File: config.mk
export PLATFORM = sky130hd
export DESIGN_NAME = udiv_stage
export DESIGN_NICKNAME = d
export VERILOG_FILES = /design/src/rtl/udiv_stage.sv
export SDC_FILE = /design/constraint.sdc
export NUM_CORES = 1
export LEC_CHECK = 0
export ABC_AREA = 1
export BUFFER_PORTS_ARGS = -buffer_cell sky130_fd_sc_hd__buf_2
export CAP_MARGIN = 0
export CELL_PAD_IN_SITES_DETAIL_PLACEMENT = 1
export CELL_PAD_IN_SITES_GLOBAL_PLACEMENT = 1
export CORE_MARGIN = 2
export CORE_UTILIZATION = 39
export DETAILED_ROUTE_END_ITERATION = 10
export PLACE_DENSITY = 0.94
export SLEW_MARGIN = 40
export SYNTH_ARGS = -nofsm -noshare
export SYNTH_HDL_FRONTEND = slang
export SYNTH_SLANG_ARGS = --single-unit
File: constraint.sdc
create_clock -name i_clk -period 27 [get_ports i_clk]
set_clock_uncertainty 0.15 [all_clocks]
set_input_delay 6.75 -clock i_clk [delete_from_list [all_inputs] [get_ports i_clk]]
set_output_delay 6.75 -clock i_clk [all_outputs]
set_load 0.03 [all_outputs]
File: src/rtl/udiv_stage.sv
`timescale 1ns / 1ps
// One restoring shift-subtract step with its own pipeline register.
// Stand-alone; instantiated once per quotient bit by the top level.
module udiv_stage #(
    parameter int WIDTH = 64
) (
    input  logic             i_clk,
    input  logic             i_rst_n,
    // upstream side
    input  logic             i_valid,
    output logic             o_ready,
    input  logic [WIDTH-1:0] i_num,
    input  logic [WIDTH-1:0] i_den,
    input  logic [WIDTH-1:0] i_quo,
    input  logic [WIDTH-1:0] i_rem,
    // downstream side
    output logic             o_valid,
    input  logic             i_ready,
    output logic [WIDTH-1:0] o_num,
    output logic [WIDTH-1:0] o_den,
    output logic [WIDTH-1:0] o_quo,
    output logic [WIDTH-1:0] o_rem
);

    logic             r_valid;
    logic [WIDTH-1:0] r_num;
    logic [WIDTH-1:0] r_den;
    logic [WIDTH-1:0] r_quo;
    logic [WIDTH-1:0] r_rem;

    logic             n_valid;
    logic [WIDTH-1:0] n_num;
    logic [WIDTH-1:0] n_quo;
    logic [WIDTH-1:0] n_rem;

    logic [WIDTH:0]   w_trial;
    logic [WIDTH:0]   w_diff;
    logic             w_take;
    logic             w_load;

    // Stage frees up when empty or when its word moves on this cycle.
    assign o_ready = !r_valid || i_ready;
    assign w_load  = o_ready && i_valid;

    always_comb begin
        // Shift next dividend bit into the partial remainder; keep carry bit.
        w_trial = {i_rem, i_num[WIDTH-1]};
        w_diff  = w_trial - {1'b0, i_den};
        // No borrow means the trial remainder covers the divisor.
        w_take  = !w_diff[WIDTH];
        n_rem   = w_take ? w_diff[WIDTH-1:0] : w_trial[WIDTH-1:0];
        n_quo   = {i_quo[WIDTH-2:0], w_take};
        n_num   = {i_num[WIDTH-2:0], 1'b0};
        n_valid = o_ready ? i_valid : r_valid;
    end

    always_ff @(posedge i_clk) begin
        if (!i_rst_n) begin
            r_valid <= 1'b0;
        end else begin
            r_valid <= n_valid;
        end
    end

    always_ff @(posedge i_clk) begin
        if (w_load) begin
            r_num <= n_num;
            r_den <= i_den;
            r_quo <= n_quo;
            r_rem <= n_rem;
        end
    end

    assign o_valid = r_valid;
    assign o_num   = r_num;
    assign o_den   = r_den;
    assign o_quo   = r_quo;
    assign o_rem   = r_rem;

endmodule

# Yosys cells after proc, flatten, opt, wreduce, memory -nomap -nowiden
# Cells that the tools add are included.
[classes]
reduce_logical = 4
addsub = 1
n_mux = 1
[op_table]
columns = ["op", "count"]
rows = [
  ["$sub A65 B64 Y65", 1],
  ["$mux W64", 1],
  ["$logic_not A1 Y1", 2],
  ["$logic_and A1 B1 Y1", 1],
  ["$logic_or A1 B1 Y1", 1],
]
[word_totals]
elab_cells = 11
input_bits = 260
out_inout_bits = 258
reg_bits = 256

# Depth between registers and ports, before layout
# Gate-level depths: netlist of run 1.
[logic_depth]
ltp_word = 3
mapped_depth = 20
mapped_depth_nobuf = 18

# Worst setup path after synthesis of run 1
# OpenSTA, ideal clock, no wires.
[synth_timing]
path_kind = "input to register"
start = "input i_valid"
end = "register r_den[0] (netlist: o_den[0]) (enable)"
path_slack_ps = 6879
t_arrival_ps = 19015
required_ps = 25894
setup_ps = 956
n_path_buf = 0
cell_stages = 2
path_cell_list = "inv_1 -> a21oi_1"
[synth_between]
elab_chain_cells = 1
[synth_rtl]
columns = ["element", "line", "rtl"]
rows = [
  ["start, declared", "10", "input logic i_valid,"],
  ["$logic_and A1 B1 Y1", "43", "assign w_load = o_ready && i_valid;"],
  ["net w_load", "39", "logic w_load;"],
  ["end signal, assigned", "68", "r_den <= i_den;"],
  ["end, declared", "27", "logic [WIDTH-1:0] r_den;"],
]
# The timed path passes the listed nets, and every way through them passes these cells.
# A chain may end at the register's enable or synchronous reset.

# Final worst setup path of run 1
[layout_timing]
start = "input i_ready"
end = "output o_ready"
[layout_between]
elab_chain_cells = 1
[layout_rtl]
columns = ["element", "line", "rtl"]
rows = [
  ["start, declared", "18", "input logic i_ready,"],
  ["$logic_or A1 B1 Y1", "42", "assign o_ready = !r_valid || i_ready;"],
  ["end, declared", "11", "output logic o_ready,"],
]
# Every way passes these cells.

==> impl_summary.md, run 1 <==
Worst setup path
The category of the worst setup path launch point is an input pin. The reg-to-reg critical path startpoint is o_valid. The critical path in this run is classified as in -> out. The cell family with the largest share of critical-path delay is buffers and inverters.

The largest single stage delay on the critical path is 0.19 ns. Walking the worst path, the cells encountered are buf_2, inv_1, nand2_1, buf_2. The cell seen most often among critical-path stages is sky130_fd_sc_hd__buf_2. STA classifies the critical path endpoint as an output port. STA puts the critical path data required time at 20.10 ns.

Data on the critical path arrives at its endpoint at 7.25 ns. Tracing the worst setup path back leads to its startpoint at i_ready. Along the worst path, the maximum fanout reaches 2. The slowest stage cell on the critical path is sky130_fd_sc_hd__buf_2. The number of buffers and inverters on the critical path is 3.

Final layout
The total area of multi-input combinational cells is between 5000 and 6000 sq um. The share of post-route cells with drive strength above 1 is 24.7%. The sequential cells in the finished layout cover a total of 7680 sq um. The area added between synthesis and finish is 26.8%. The filler cells instantiated in the layout total 4,794. The net total in the final layout is 2,732. Once layout is done, the placed cells without fillers occupy 19,000 sq um.

Power and ir drop
The leakage power is roughly 10 nW. The post-layout total power is 1.17 mW. Sequential cells burn 41.7% of the power.

The analysis attributes to net switching a power of between 0.3 and 0.4 mW. IR analysis of the VDD net gives a maximum drop of between 0.04 and 0.05 mV. Power spread over the standard cell area amounts to 61.5 nW/um^2. The switching fraction of total power is 34.2%. The logic gate share of total power is 26.8%. The share of power burned in the clock network is 31.5%.

The internal power is about 0.77 mW.

Synthesis
Synthesis produced a netlist with a net count of 2,196. The share of the Yosys chip area taken by registers is 51.3%. Summing every instance area after synthesis gives 15,000 sq um. The number of distinct library cells after synthesis is 34. The count of yosys warnings during synthesis is 0. The instance count of the mapped netlist is 1,871. The average instance area after synthesis is 7.99 sq um. The synthesis-stage register bit count is 256.

Min path
The kind of path behind the tightest hold check is reg -> reg. The startpoint of the most critical hold path is o_valid.

Clock network
The total of hold buffers inserted after clock tree synthesis is 0. The total number of H-tree levels is 1. The number of sinks driven by the clock tree is 256. Clock latency on the worst-skew pair, taken at its later pin, is 0.56 ns. Post-CTS repair changed the size of 0 cells.

The root cell of the clock tree is sky130_fd_sc_hd__clkbuf_16. The register clock-pin slew on the reported worst setup and hold paths is approximately 0.060 ns. The number of setup buffers added after CTS is 0. No sink is reached through more buffers than the 3 on the longest clock path.

The TritonCTS clock tree is yes. In this run, CTS created clock tree buffers numbering 29.

Route
The DRC marker count from the first detailed-route iteration is ~840. The pre-antenna-repair detailed-routing pass consisted of 7 iterations. After detailed routing, the total wire length is ~67,000 um. Dividing the detail-routed via count by the number of cells gives between 4 and 5. For this block, the via count after detailed routing is 14,584. Once detail routing completed, the nets flagged for antenna violations numbered 0. The routed length per placed instance is 22.6 um.

For this run, design rule violations remaining after detail routing come to 0.

STA
The setup TNS is 0 ns. The tightest hold margin is about 0.5 ns. The hold violation count in the final report came to 0. Of the available clock period, the critical path in the final layout requires roughly 52%. The fmax is between 70 and 80 MHz.

At the pin with the least slew margin, the transition time is 0.816 ns. The final setup violation count is 0. Setup repair after global routing left no endpoint under its margin. For the finished layout, the period the worst path requires is approximately 14 ns.

Once routing completed, OpenROAD measured the worst setup slack at 12.85 ns. The count of pins over their slew limit is 0. The worst relative slew slack is 45.6%.

Global routing
The largest net degree at the start of global routing is 170. The overall routing resource usage is 32.4%. The first global-routing pass estimated around 95,000 um of wire. The via count of the first global-routing pass was 15,420. For this run the aggregate overflow at the end of global routing stands at 0. The number of antenna violations at the first check in global routing was 11.

Floorplan
The initial utilization of the core area, before any placement, comes to 39.6%. After floorplanning, the core was divided into a little over 70 placement rows. The placeable core area is between 30,000 and 40,000 sq um. The horizontal die dimension is 200 um.

The total die area is 39,900 sq um. During I/O placement, the number of pins put on the boundary was around 520. The die is 200 um tall.

Place
Timing analysis after detailed placement gives a worst setup slack of 12.86 ns. The area after detailed placement is approximately 18,000 sq um. The wire-length estimate of the detail-placed layout is 55,200 um. The congestion estimate from routability-driven global placement came to about 1.0. The count of input and output buffers is 515.

Status
The run finished with clean final reports.

Flow run
The max-capacitance violation count is 0.
==> power by group through the flow <==
| stage | combinational [mW] | clock (mW) | sequential, mW |
|---|---|---|---|
| floorplan | 0.135 | 0 | 0.563 |
| global placement | 0.298 | 0 | 0.493 |
| detailed placement | 0.308 | 0 | 0.494 |
| CTS | 0.311 | 0.371 | 0.487 |
| global route | 0.338 | 0.386 | 0.489 |
| finish | 0.312 | 0.368 | 0.487 |
==> worst register-to-register path, stage by stage (launching register included) <==
cell	delay (ns)
sky130_fd_sc_hd__dfxtp_1	0.37
sky130_fd_sc_hd__a21oi_4	0.57
sky130_fd_sc_hd__buf_12	0.38
sky130_fd_sc_hd__buf_16	0.49
==> through the flow <==
| stage | instances | utilization [%] |
|---|---|---|
| after CTS | 2937 | 50.1 |
| after floorplan | 1871 | - |
| final | 2944 | 50.2 |
| after global routing | 2941 | 50.2 |
| after global placement | 2886 | 47.9 |
| after detailed placement | 2886 | 47.9 |
==> final cells by class <==
| cell class | instances | share of cell area, % |
|---|---|---|
| clock buffer | 40 | 4.05 |
| sequential | 256 | 40.5 |
| antenna | 6 | 0.0792 |
| multi-input combinational | 1205 | 29.8 |
| inverter | 396 | 7.84 |
| clock inverter | 11 | 0.409 |
| tap | 511 | 3.37 |
| timing repair buffer | 519 | 13.9 |
==> kinds of logic (layout without fill, tap and decap cells) <==
kind of cell	count (synthesis)	count (layout)	share of synthesized area (%)
and+or+nand+nor	1042	1042	28.0
buffers and inverters	410	966	10.9
DFF	256	256	51.3
AOI/OAI and AO/OA	66	66	2.36
adders and majority gates	65	65	5.49
xor gates and xnor gates	31	31	1.82
other	1	7	0.0251
==> flip-flops by register name (all words and copies together) (netlist names) <==
| name | count |
|---|---|
| o_rem | 64 |
| o_quo | 64 |
| o_num | 63 |
| o_den | 64 |
| o_valid | 1 |
==> synthesized netlist by cell type <==
library cell | instances | share of area (%)
sky130_fd_sc_hd__fa_1 | 1 | 0.13
sky130_fd_sc_hd__xnor2_1 | 1 | 0.059
sky130_fd_sc_hd__ha_1 | 64 | 5.4
sky130_fd_sc_hd__buf_4 | 2 | 0.10
sky130_fd_sc_hd__a21boi_0 | 1 | 0.050
sky130_fd_sc_hd__and3_1 | 2 | 0.084
sky130_fd_sc_hd__nor3_1 | 12 | 0.40
sky130_fd_sc_hd__nor2_2 | 7 | 0.29
sky130_fd_sc_hd__nand2_4 | 1 | 0.075
sky130_fd_sc_hd__or2_2 | 1 | 0.042
sky130_fd_sc_hd__nand3b_1 | 1 | 0.050
sky130_fd_sc_hd__nor4_2 | 1 | 0.084
sky130_fd_sc_hd__buf_8 | 2 | 0.20
sky130_fd_sc_hd__nand2_1 | 794 | 20
sky130_fd_sc_hd__nand2_2 | 29 | 1.2
sky130_fd_sc_hd__or2_1 | 1 | 0.042
sky130_fd_sc_hd__inv_2 | 4 | 0.10
sky130_fd_sc_hd__a21oi_1 | 53 | 1.8
sky130_fd_sc_hd__o21ai_0 | 4 | 0.13
sky130_fd_sc_hd__nor2_4 | 1 | 0.075
sky130_fd_sc_hd__o21bai_1 | 8 | 0.40
sky130_fd_sc_hd__xor2_1 | 30 | 1.8
sky130_fd_sc_hd__buf_6 | 1 | 0.075
sky130_fd_sc_hd__nand4_1 | 19 | 0.79
sky130_fd_sc_hd__buf_2 | 6 | 0.20
sky130_fd_sc_hd__nor2_1 | 102 | 2.6
sky130_fd_sc_hd__buf_12 | 3 | 0.40
sky130_fd_sc_hd__inv_1 | 391 | 9.8
sky130_fd_sc_hd__conb_1 | 1 | 0.025
sky130_fd_sc_hd__clkinv_1 | 1 | 0.025
sky130_fd_sc_hd__dfxtp_1 | 1 | 0.13
sky130_fd_sc_hd__nor4_1 | 3 | 0.13
sky130_fd_sc_hd__edfxtp_1 | 255 | 51
sky130_fd_sc_hd__nand3_1 | 68 | 2.3
==> cells in the final DEF (no fill, tap or decap), types with 2 or more instances in the layout <==
| cell type | instances |
|---|---|
| sky130_fd_sc_hd__a21oi_1 | 52 |
| sky130_fd_sc_hd__and3_1 | 2 |
| sky130_fd_sc_hd__buf_2 | 515 |
| sky130_fd_sc_hd__clkbuf_1 | 11 |
| sky130_fd_sc_hd__clkbuf_16 | 29 |
| sky130_fd_sc_hd__clkinv_1 | 5 |
| sky130_fd_sc_hd__clkinv_2 | 5 |
| sky130_fd_sc_hd__diode_2 | 6 |
| sky130_fd_sc_hd__edfxtp_1 | 255 |
| sky130_fd_sc_hd__ha_1 | 64 |
| sky130_fd_sc_hd__inv_1 | 391 |
| sky130_fd_sc_hd__inv_2 | 4 |
| sky130_fd_sc_hd__nand2_1 | 794 |
| sky130_fd_sc_hd__nand2_2 | 29 |
| sky130_fd_sc_hd__nand3_1 | 68 |
| sky130_fd_sc_hd__nand4_1 | 19 |
| sky130_fd_sc_hd__nor2_1 | 102 |
| sky130_fd_sc_hd__nor2_2 | 7 |
| sky130_fd_sc_hd__nor3_1 | 12 |
| sky130_fd_sc_hd__nor4_1 | 3 |
| sky130_fd_sc_hd__o21ai_0 | 4 |
| sky130_fd_sc_hd__o21bai_1 | 8 |
| sky130_fd_sc_hd__xor2_1 | 30 |
==> layer usage <==
layer | global-route usage [%] | share of wire, % | vias up
met2 | 56.5 | 48 | 542
met3 | 7.11 | 7.7 | 157
li1 | - | - | 6857
met4 | 14.0 | 4.8 | 14
met1 | 38.7 | 39 | 7014
met5 | 0 | 0.16 | -
==> path summary, 6_finish.rpt <==
check	to	slack, ns	cells after the start
worst min register to register	o_valid	0.51	2
worst min-delay path	o_valid	0.51	2
worst max register to register	o_den[37]	24.53	3
worst max-delay path	o_ready	12.85	4
Note: power is estimated with default switching activity, not from simulation.
==> run 2: changes to the inputs <==
--- a/config.mk
+++ b/config.mk
@@ -11,9 +11,9 @@
 export CELL_PAD_IN_SITES_DETAIL_PLACEMENT = 1
 export CELL_PAD_IN_SITES_GLOBAL_PLACEMENT = 1
 export CORE_MARGIN = 2
-export CORE_UTILIZATION = 39
+export CORE_UTILIZATION = 36
 export DETAILED_ROUTE_END_ITERATION = 10
-export PLACE_DENSITY = 0.94
+export PLACE_DENSITY = 0.88
 export SLEW_MARGIN = 40
 export SYNTH_ARGS = -nofsm -noshare
 export SYNTH_HDL_FRONTEND = slang
==> constraint.sdc (replaced) <==
create_clock -name i_clk -period 14 [get_ports i_clk]
set_clock_uncertainty 0.15 [all_clocks]
set_input_delay 3.5 -clock i_clk [delete_from_list [all_inputs] [get_ports i_clk]]
set_output_delay 3.5 -clock i_clk [all_outputs]
set_load 0.03 [all_outputs]
==> impl_summary.md, run 2 (synthesized netlist as in run 1, its figures left out) <==
Clock network
The total of hold buffers inserted after clock tree synthesis is 0 (unchanged). The insertion delay to the later sink of the worst-skew pair was 0.55 ns (was 0.56 ns). The buffer depth of the longest clock path came to 3 (unchanged). The TritonCTS clock tree is yes (unchanged). The number of sinks driven by the clock tree was 256 (unchanged). The total number of H-tree levels is 1 (unchanged). The buffers inserted during post-CTS setup optimization is 0 (unchanged).

The register clock-pin slew on the reported worst setup and hold paths is 0.06 ns (about the same). The post-cts gate resize count is 0 (unchanged). The number of buffers created by CTS is 29 (unchanged). The root cell of the clock tree was sky130_fd_sc_hd__clkbuf_16 (unchanged).

Final layout
The net total in the final layout is 2,732 (unchanged). Most frequent cells in the layout: sky130_fd_sc_hd__nand2_1 (794), sky130_fd_sc_hd__buf_2 (515), sky130_fd_sc_hd__inv_1 (391) (unchanged). The final cell area excluding filler cells is 19,000 sq um (about the same). The end-of-flow core utilization was 46.4% (was 50.2%).

The share of post-route cells with drive strength above 1 was 24.8% (was 24.7%). The final-layout fill cell count is 5,221 (was 4,794). The area added between synthesis and finish is 27.1% (was 26.8%). The leading cell type in the layout, fill and taps excluded was sky130_fd_sc_hd__nand2_1 (unchanged). The post-layout instance count excluding filler cells is 2,965 (was 2,944).

Place
The area after detailed placement was 18,100 sq um (about the same). The count of input and output buffers is 515 (unchanged). The final weighted congestion in routability-driven placement was 0.930 (was 1.00). The cell count after placement is 2,908 (was 2,886). The sum of net half-perimeters after detailed placement is 54,200 um (was 55,200 um).

Route
The total via count in the routed design came to 14,262 (was 14,584). The mean number of vias per cell came to 4.81 (was 4.95). The residual antenna-violating net count after detailed routing came to 0 (unchanged). The routed length per placed instance is 21.8 um (was 22.6 um).

The detailed-router iteration count before antenna repair is 4 (was 7). The DRC marker count from the first detailed-route iteration was 835 (was 842). The number of remaining DRC errors is 0 (unchanged). The post-detailed-routing wire length is 64,500 um (was 66,500 um).

Global routing
The largest net degree at the start of global routing was 114 (was 170). The overall routing resource usage is 29.5% (was 32.4%). The number of antenna violations at the first check in global routing is 21 (was 11). The residual overflow from global routing was 0 (unchanged). The first-pass GRT wire length is 95,200 um (was 95,100 um). The via count of the first global-routing pass is 15,031 (was 15,420).

Status
Outcome: completed (unchanged).

Power and ir drop
The largest voltage drop on the vdd net is 0.0805 mV (was 0.0415 mV). The share of power burned in the clock network is 31.8% (was 31.5%). The switching component of the power was 0.769 mW (was 0.399 mW). The internal power was 1.48 mW (was 0.768 mW). The power density relative to cell area was 118 nW/um^2 (was 61.5 nW/um^2). The register share of total power came to 41.6% (was 41.7%). The switching fraction of total power is 34.2% (about the same). The post-layout total power was 2.25 mW (was 1.17 mW).

The logic gate share of total power was 26.6% (was 26.8%). The leakage power came to 10.3 nW (about the same).

Floorplan
The horizontal die dimension was 208 um (was 200 um). The height of the die was 208 um (was 200 um). The row count is 74 (was 71). The number of primary I/O pins was 518 (unchanged). The total die area was 43,200 sq um (was 39,900 sq um). The placeable core area is 40,900 sq um (was 37,800 sq um).

The effective utilization at floorplan is 36.5% (was 39.6%).

STA
The fmax is 130 MHz. RSZ-0062 raised after global routing: false (unchanged). The worst relative slew slack is 46.6% (was 45.6%). The hold violation count in the final report is 0 (unchanged). The count of pins over their slew limit was 0 (unchanged). The final critical path takes up 54.8% of the cycle. After layout, the minimum clock period comes to 7.68 ns.

The final setup violation count came to 0 (unchanged). The setup TNS is 0 ns (unchanged). The pin slew with the least headroom to its limit is 0.802 ns (was 0.816 ns).

Worst setup path
The category of the worst setup path launch point was an input pin (unchanged). The arrival time at the worst endpoint is 4.03 ns (was 7.25 ns). The class of the most critical setup path is in -> out (unchanged). The kind of capture point of the worst setup path is an output port (unchanged). The maximum fanout along the worst path is 2 (unchanged). The required time of the worst setup path was 10.35 ns (was 20.10 ns).

Flow run
The max-capacitance violation count was 0 (unchanged).

Min path
The kind of path behind the tightest hold check is reg -> reg (unchanged).
==> run 2: cell types whose count changed in the layout (fill, tap and decap cells not counted) <==
cell | previous run | this run
sky130_fd_sc_hd__clkbuf_1 | 11 | 8
sky130_fd_sc_hd__clkinv_2 | 5 | 6
sky130_fd_sc_hd__inv_16 | 0 | 1
sky130_fd_sc_hd__clkinv_1 | 5 | 6
==> run 2: area by class of cell <==
type                       count  area (sq um)  area share [%]
sequential                   256          7680            40.4
multi-input combinational   1205          5650            29.8
timing repair buffer         519          2640            13.9
inverter                     396          1490            7.82
clock buffer                  37           756            3.98
tap                          532           666            3.50
clock inverter                14           106           0.560
antenna                        6          15.0          0.0790
==> run 2: metrics by stage <==
| stage | setup slack [ns] | hold slack, ns |
|---|---|---|
| floorplan | 2.40 | 0.724 |
| detailed placement | 6.32 | 0.436 |
| global route | 6.30 | 0.487 |
| global placement | 6.36 | 0.399 |
| finish | 6.32 | 0.448 |
| CTS | 6.31 | 0.458 |
==> run 2: worst max-delay path, cell delays in order <==
cell	delay, ns
sky130_fd_sc_hd__buf_2	0.10
sky130_fd_sc_hd__inv_1	0.10
sky130_fd_sc_hd__nand2_1	0.09
sky130_fd_sc_hd__buf_2	0.22
==> run 2: final timing paths <==
path	startpoint	end	slack (ns)	cells after the start
hold reg to reg	o_valid	o_valid	0.45	2
hold / removal	o_valid	o_valid	0.45	2
setup reg to reg	o_valid	o_rem[33]	11.92	3
setup / recovery	i_ready	o_ready	6.32	4
==> run 2: routing by layer <==
metal | vias up | share of wire [%] | GRT usage (%)
met1 | 6746 | 40 | 35.4
met3 | 124 | 7.3 | 7.87
met5 | - | 0.32 | 1.22
met4 | 20 | 4.2 | 10.6
met2 | 510 | 48 | 50.5
li1 | 6862 | - | -
==> run 2: power by group through the flow <==
stage | clock, mW | combinational [mW] | sequential, mW
2_1_floorplan | 0 | 0.260 | 1.08
3_3_place_gp | 0 | 0.583 | 0.948
3_5_place_dp | 0 | 0.599 | 0.951
4_1_cts | 0.733 | 0.603 | 0.936
5_1_grt | 0.754 | 0.653 | 0.941
6_report | 0.715 | 0.599 | 0.936
